$ cat src/sv/rsp_pkg.sv
// Shared types, constants and helper functions for the raycast sprite projector.
// Used by the top level and the divider; depends on nothing else.
`default_nettype none

package rsp_pkg;

    localparam int MAX_WIDTH      = 2048;
    localparam int TEX_SIZE       = 64;
    localparam int DEPTH_AW       = $clog2(MAX_WIDTH);
    localparam int TEX_AW         = $clog2(TEX_SIZE);
    localparam int TEX_WORDS      = TEX_SIZE * TEX_SIZE;
    localparam int TEX_WORD_AW    = 2 * TEX_AW;
    localparam int NEAR_SLACK     = 45875;
    localparam int SHIFT_DIVIDEND = 6553600;
    localparam int CENTRE_OFFSET  = 128;
    localparam int DIV_DVD_W      = 64;
    localparam int DIV_DVS_W      = 35;
    localparam int DIV_Q_W        = DIV_DVD_W + 1;
    localparam int DIV_CNT_W      = $clog2(DIV_DVD_W);
    localparam logic [31:0] OPAQUE_MASK = 32'h00FF_FFFF;

    typedef enum logic [1:0] {
        MODE_LOAD_DEPTH = 2'd0,
        MODE_LOAD_TEXEL = 2'd1,
        MODE_SET_UP     = 2'd2,
        MODE_SHADE      = 2'd3
    } mode_t;

    typedef enum logic [2:0] {
        REG_PLAYER_X      = 3'd0,
        REG_PLAYER_Y      = 3'd1,
        REG_DIR_X         = 3'd2,
        REG_DIR_Y         = 3'd3,
        REG_PLANE_X       = 3'd4,
        REG_PLANE_Y       = 3'd5,
        REG_SCREEN_WIDTH  = 3'd6,
        REG_SCREEN_HEIGHT = 3'd7
    } reg_index_t;

    typedef enum logic [4:0] {
        S_IDLE,
        S_SU_A,
        S_SU_B,
        S_SU_C,
        S_SU_D,
        S_SU_E,
        S_SU_F,
        S_SU_G,
        S_DIV_TX,
        S_DIV_TY,
        S_DIV_SH,
        S_DIV_SC,
        S_DIV_SZ,
        S_SU_BND,
        S_SU_NONE,
        S_SH_A,
        S_SH_B,
        S_SH_TU,
        S_SH_TV,
        S_SH_RD,
        S_SH_TX,
        S_OUT
    } state_t;

    typedef struct packed {
        logic                        start;
        logic signed [DIV_DVD_W-1:0] dividend;
        logic signed [DIV_DVS_W-1:0] divisor;
    } div_req_t;

    typedef struct packed {
        logic                      done;
        logic signed [DIV_Q_W-1:0] quotient;
    } div_rsp_t;

    function automatic logic signed [31:0] sat32(input logic signed [DIV_Q_W-1:0] v);
        logic signed [DIV_Q_W-1:0] hi;
        logic signed [DIV_Q_W-1:0] lo;
        hi = DIV_Q_W'(64'sd2147483647);
        lo = DIV_Q_W'(-64'sd2147483648);
        if (v > hi)
        begin
            return 32'sh7FFF_FFFF;
        end
        else if (v < lo)
        begin
            return 32'sh8000_0000;
        end
        return v[31:0];
    endfunction

    function automatic logic signed [15:0] sat16(input logic signed [DIV_Q_W-1:0] v);
        if (v > DIV_Q_W'(64'sd32767))
        begin
            return 16'sh7FFF;
        end
        else if (v < DIV_Q_W'(-64'sd32768))
        begin
            return 16'sh8000;
        end
        return v[15:0];
    endfunction

    function automatic logic [14:0] clamp15(input logic signed [DIV_Q_W-1:0] v);
        if (v < 0)
        begin
            return 15'd0;
        end
        else if (v > DIV_Q_W'(64'sd32767))
        begin
            return 15'h7FFF;
        end
        return v[14:0];
    endfunction

endpackage

`default_nettype wire

$ cat src/sv/rsp_div.sv
// Shared restoring divider, one quotient bit per cycle, truncating toward zero.
// Depends on rsp_pkg for the request and response structs.
`default_nettype none

module rsp_div
    import rsp_pkg::*;
(
    input  wire logic     clk,
    input  wire logic     rst_n,
    input  wire div_req_t req,
    output div_rsp_t      rsp
);

    logic                 busy_reg;
    logic                 done_reg;
    logic [DIV_CNT_W-1:0] cnt_reg;
    logic [DIV_DVS_W-1:0] rem_reg;
    logic [DIV_DVD_W-1:0] quo_reg;
    logic [DIV_DVS_W-1:0] den_reg;
    logic                 neg_reg;

    logic [DIV_DVD_W-1:0] dvd_mag;
    logic [DIV_DVS_W-1:0] dvs_mag;
    logic [DIV_DVS_W:0]   trial;
    logic [DIV_DVS_W:0]   diff;
    logic                 fits;
    logic [DIV_Q_W-1:0]   quo_ext;

    always_comb
    begin
        dvd_mag = req.dividend[DIV_DVD_W-1] ? DIV_DVD_W'(-req.dividend)
                                             : DIV_DVD_W'(req.dividend);
        dvs_mag = req.divisor[DIV_DVS_W-1] ? DIV_DVS_W'(-req.divisor)
                                            : DIV_DVS_W'(req.divisor);
        trial   = {rem_reg, quo_reg[DIV_DVD_W-1]};
        diff    = trial - {1'b0, den_reg};
        fits    = trial >= {1'b0, den_reg};
        quo_ext = {1'b0, quo_reg};
    end

    always_ff @(posedge clk or negedge rst_n)
    begin
        if (!rst_n)
        begin
            busy_reg <= 1'b0;
            done_reg <= 1'b0;
            cnt_reg  <= '0;
        end
        else
        begin
            done_reg <= 1'b0;
            if (req.start)
            begin
                busy_reg <= 1'b1;
                cnt_reg  <= '0;
            end
            else if (busy_reg)
            begin
                cnt_reg <= cnt_reg + 1'b1;
                if (cnt_reg == DIV_CNT_W'(DIV_DVD_W - 1))
                begin
                    busy_reg <= 1'b0;
                    done_reg <= 1'b1;
                end
            end
        end
    end

    always_ff @(posedge clk)
    begin
        if (req.start)
        begin
            rem_reg <= '0;
            quo_reg <= dvd_mag;
            den_reg <= dvs_mag;
            neg_reg <= req.dividend[DIV_DVD_W-1] ^ req.divisor[DIV_DVS_W-1];
        end
        else if (busy_reg)
        begin
            rem_reg <= fits ? diff[DIV_DVS_W-1:0] : trial[DIV_DVS_W-1:0];
            quo_reg <= {quo_reg[DIV_DVD_W-2:0], fits};
        end
    end

    assign rsp.done     = done_reg;
    assign rsp.quotient = neg_reg ? -$signed(quo_ext) : $signed(quo_ext);

endmodule

`default_nettype wire
$ cat config.mk
export PLATFORM = sky130hd
export DESIGN_NAME = rsp_div
export DESIGN_NICKNAME = d
export VERILOG_FILES = /design/src/sv/rsp_pkg.sv /design/src/sv/rsp_div.sv
export SDC_FILE = /design/constraint.sdc
export NUM_CORES = 1
export LEC_CHECK = 0
export BUFFER_PORTS_ARGS = -buffer_cell sky130_fd_sc_hd__clkbuf_2
export CAP_MARGIN = 5
export CORE_ASPECT_RATIO = 1.4
export CORE_UTILIZATION = 59
export CTS_CLUSTER_DIAMETER = 100
export DETAILED_ROUTE_END_ITERATION = 12
export PLACE_DENSITY = 0.83
export SKIP_LAST_GASP = 1
export SYNTH_ARGS = -nofsm -noshare
export SYNTH_HDL_FRONTEND = slang
export SYNTH_SLANG_ARGS = --single-unit
$ cat constraint.sdc
create_clock -name clk -period 3.8 [get_ports clk]
set_input_delay 0.76 -clock clk [delete_from_list [all_inputs] [get_ports clk]]
set_output_delay 0.76 -clock clk [all_outputs]
set_load 0.02 [all_outputs]
==> reports/metrics.cfg <==
[status]
status = complete, but fails checks
violations = setup timing

[cells_and_area]
filler_cell_count = 1349
stdcell_area_um2 = 13320
nets = 1635
final_util_pct = 73.43
layout-drive-gt1-share_pct = 22.51
largest_reg_flops = 64
layout.cells.non_filler = 1747
synthToLayoutAreaGrowth_pct = 20.81

[clock_tree]
clock_sinks = 143
htreeDepth = 4
cts_tree = done
ctsLongestPathBuffers = 2
ctsHoldBuffers = 0
clk-insertion-delay-late_ps = 440
clkSlewWorstSetupHoldPaths_ps = 60
cts_buffers = 17
clock-root-buffer = clkbuf_16

[power_and_ir_drop]
peakVddDrop_v = 0.0003167
internal-power_mw = 4.300
switching_share_pct = 40.33
clkPwrFrac_pct = 23.8
p_comb_share_pct = 44.7
power_density_nw_per_um2 = 540.9
p_sw_mw = 2.907
p_seq_share_pct = 31.5
p_leak_nw = 5.366

[placement]
dp_hpwl_mm = 22.84
gp_congestion = 0.9711
port_buffers = 167
dp.cells = 1697
place_area_um2 = 12350

[synth]
synth_common_cells = nand2_1 (146), nor2_1 (131), xnor2_1 (109), a21oi_1 (102), edfxtp_1 (100)
synthXorXnorAreaFrac_pct = 15.09
synth.most_common_cell = nand2_1
synth_compound_area_share_pct = 18.78
yosys.area.top_type = edfxtp_1
ys_ff_latch = 143
synthCells = 1301
muxShareOfSynthArea_pct = 0.6354
yosys.area.top_type_share_pct = 27.23
ys_types = 69
synth_edf_count = 100
syn_area_per_cell_um2 = 8.477
synth_fp_nets = 1443
synthFlopType = edfxtp_1
yosys.area_share.simple_pct = 21.19
post_synth_main_area_contributors = edfxtp_1 (27%), xnor2_1 (8.7%), xor2_1 (6.4%)
async_reset_ff_share_pct = 5.594
synthesis.area_um2 = 11030
ys_seq_area_share_pct = 35.40
yosys_warnings = 0
synthAdderAreaFrac_pct = 4.606
synth_top_family_by_area = simple AND/OR/NAND/NOR gates

[global_route]
antenna_found_initial = 0
grt_use_total_pct = 32.66
overflow = 0
grt_pass1_vias = 10361
grt_max_degree = 75
grt_pass1_wl_mm = 50.03

[sta]
fin_ws_ps = -210.6
setup_tns_ps = -1363
max_slew.worst_pin.slew_ps = 864.0
skew_ps = 11.85
rsz0062_at_grt = true
drv_slew = 0
relSlewSlack_pct = 42.40
fmax_mhz = 249.3
period_share_pct = 105.5
min_period_ps = 4011
hold_slack_ps = 160.9
timing.final.hold_violations = 0
setup_viol = 15

[die]
core_um2 = 18140
boundaryPins = 168
die-area_um2 = 19250
start_util_pct = 60.79
rows = 58
die_w_um = 117.5
fp.dieH_um = 163.8

[drt]
drc_errors = 0
vias = 10821
drt-wirelength-per-cell_um = 18.09
first_pass_iters = 6
drtAntennaViolNets = 0
wl_met2_mm = 16.16
wl_met1_mm = 11.56
met3WireLength_mm = 1.821
top_layer = met4
vias_per_cell = 6.194
drt-total-wl_mm = 31.61
drt-initial-drc-count = 944

[job]
drv_cap = 0

[setup_path]
cp_data_arrival_time_ps = 3250
cp.required_ps = 3040
reg2regPathDepth = 12
worst-path-buf-inv = 1
reg2reg_to = rem_reg[34]
path_cells = or4_4, nor4_4, nand4_1, or2_4, nand2b_4, nand2b_4, or2_4, o31ai_4, xnor2_1, clkbuf_4
r2r_slack_ps = 170
timing.rr.start = quo_reg[63]
cp_max_fo = 3
start_kind = flop
cp_slowest_cell = or4_4
slowest_delay_ps = 590
cpLargestDelayFamily = simple AND/OR/NAND/NOR gates
path_class = reg2out
end_kind = primary output

[hold_path]
hp-class = in2async

==> how the worst max path moves through the flow <==
stage               cells after the start        start     endpoint  slack, ps
detailed placement                      9      req[49]  quo_reg[52]        -10
finish                                 10  quo_reg[16]      rsp[61]       -210
global route                           10  quo_reg[16]      rsp[61]       -410
CTS                                    10  quo_reg[29]      rsp[61]       -110
global placement                        9      req[49]  quo_reg[56]         80
floorplan                               9  quo_reg[18]      rsp[61]        130
==> worst reg2reg max path, stage by stage, from the launching register on <==
cell	delay (ps)
edfxtp_1	420
inv_1	70
ha_1	220
fa_1	400
nor2b_1	170
o2111ai_1	140
a211oi_1	390
nor3_1	210
a2111oi_1	570
nor2_1	260
o2111a_1	300
o311ai_0	120
o311ai_0	200
==> cell type report <==
| class | instances | area (µm²) | area share (%) |
|---|---|---|---|
| timing repair buffer | 244 | 1470 | 11.03 |
| multi-input combinational | 1034 | 6854 | 51.45 |
| inverter | 53 | 198.9 | 1.493 |
| antenna | 1 | 2.502 | 0.01878 |
| tap | 240 | 300.3 | 2.254 |
| clock inverter | 13 | 160.2 | 1.202 |
| sequential | 143 | 3904 | 29.30 |
| clock buffer | 19 | 432.9 | 3.249 |
==> cell families after synthesis <==
group / Yosys count
multiplexers: 7
AND/OR/NAND/NOR: 472
adder cells (fa/ha/maj): 40
flip-flops: 143
XOR/XNOR: 190
AO/OA/AOI/OAI: 325
buffers and inverters: 124
==> metal layers <==
layer	global-route usage, %	vias up
met5	0	-
met4	23.19	0
met1	35.17	5043
met3	5.069	154
li1	-	5102
met2	58.74	522
==> metrics by stage <==
stage | worst slack [ps] | power (mW)
4_1_cts | -113.6 | 7.128
5_1_grt | -410.0 | 7.608
6_report | -210.6 | 7.207
2_1_floorplan | 133.3 | 4.432
3_3_place_gp | 78.29 | 5.276
3_5_place_dp | -12.66 | 5.348
==> repair_timing <==
action,4_1_cts,5_1_grt
setup buffers,10,8
endpoints found under the setup margin,25,24
pin swaps,14,12
cloned,0,0
resized for setup,36,36
==> power groups by stage <==
stage / Sequential, mW / Combinational, mW / Clock [mW]
floorplan: 2.21 / 2.22 / 0
finish: 2.27 / 3.22 / 1.72
CTS: 2.26 / 3.15 / 1.73
global route: 2.30 / 3.51 / 1.79
detailed placement: 2.27 / 3.08 / 0
global placement: 2.26 / 3.02 / 0
==> layout by cell type, fill, tap and decap left out, drive strengths merged, types with 39 or more instances in the layout <==
| cell type | netlist | routed |
|---|---|---|
| clkbuf | 64 | 174 |
| nand2 | 146 | 146 |
| nor2 | 131 | 131 |
| xnor2 | 109 | 109 |
| a21oi | 102 | 102 |
| edfxtp | 100 | 100 |
| buf | 7 | 89 |
| xor2 | 81 | 81 |
| o21ai | 81 | 81 |
| inv | 53 | 57 |
| o31ai | 45 | 45 |
| ha | 39 | 39 |
Power figures use the tool's default switching activity.
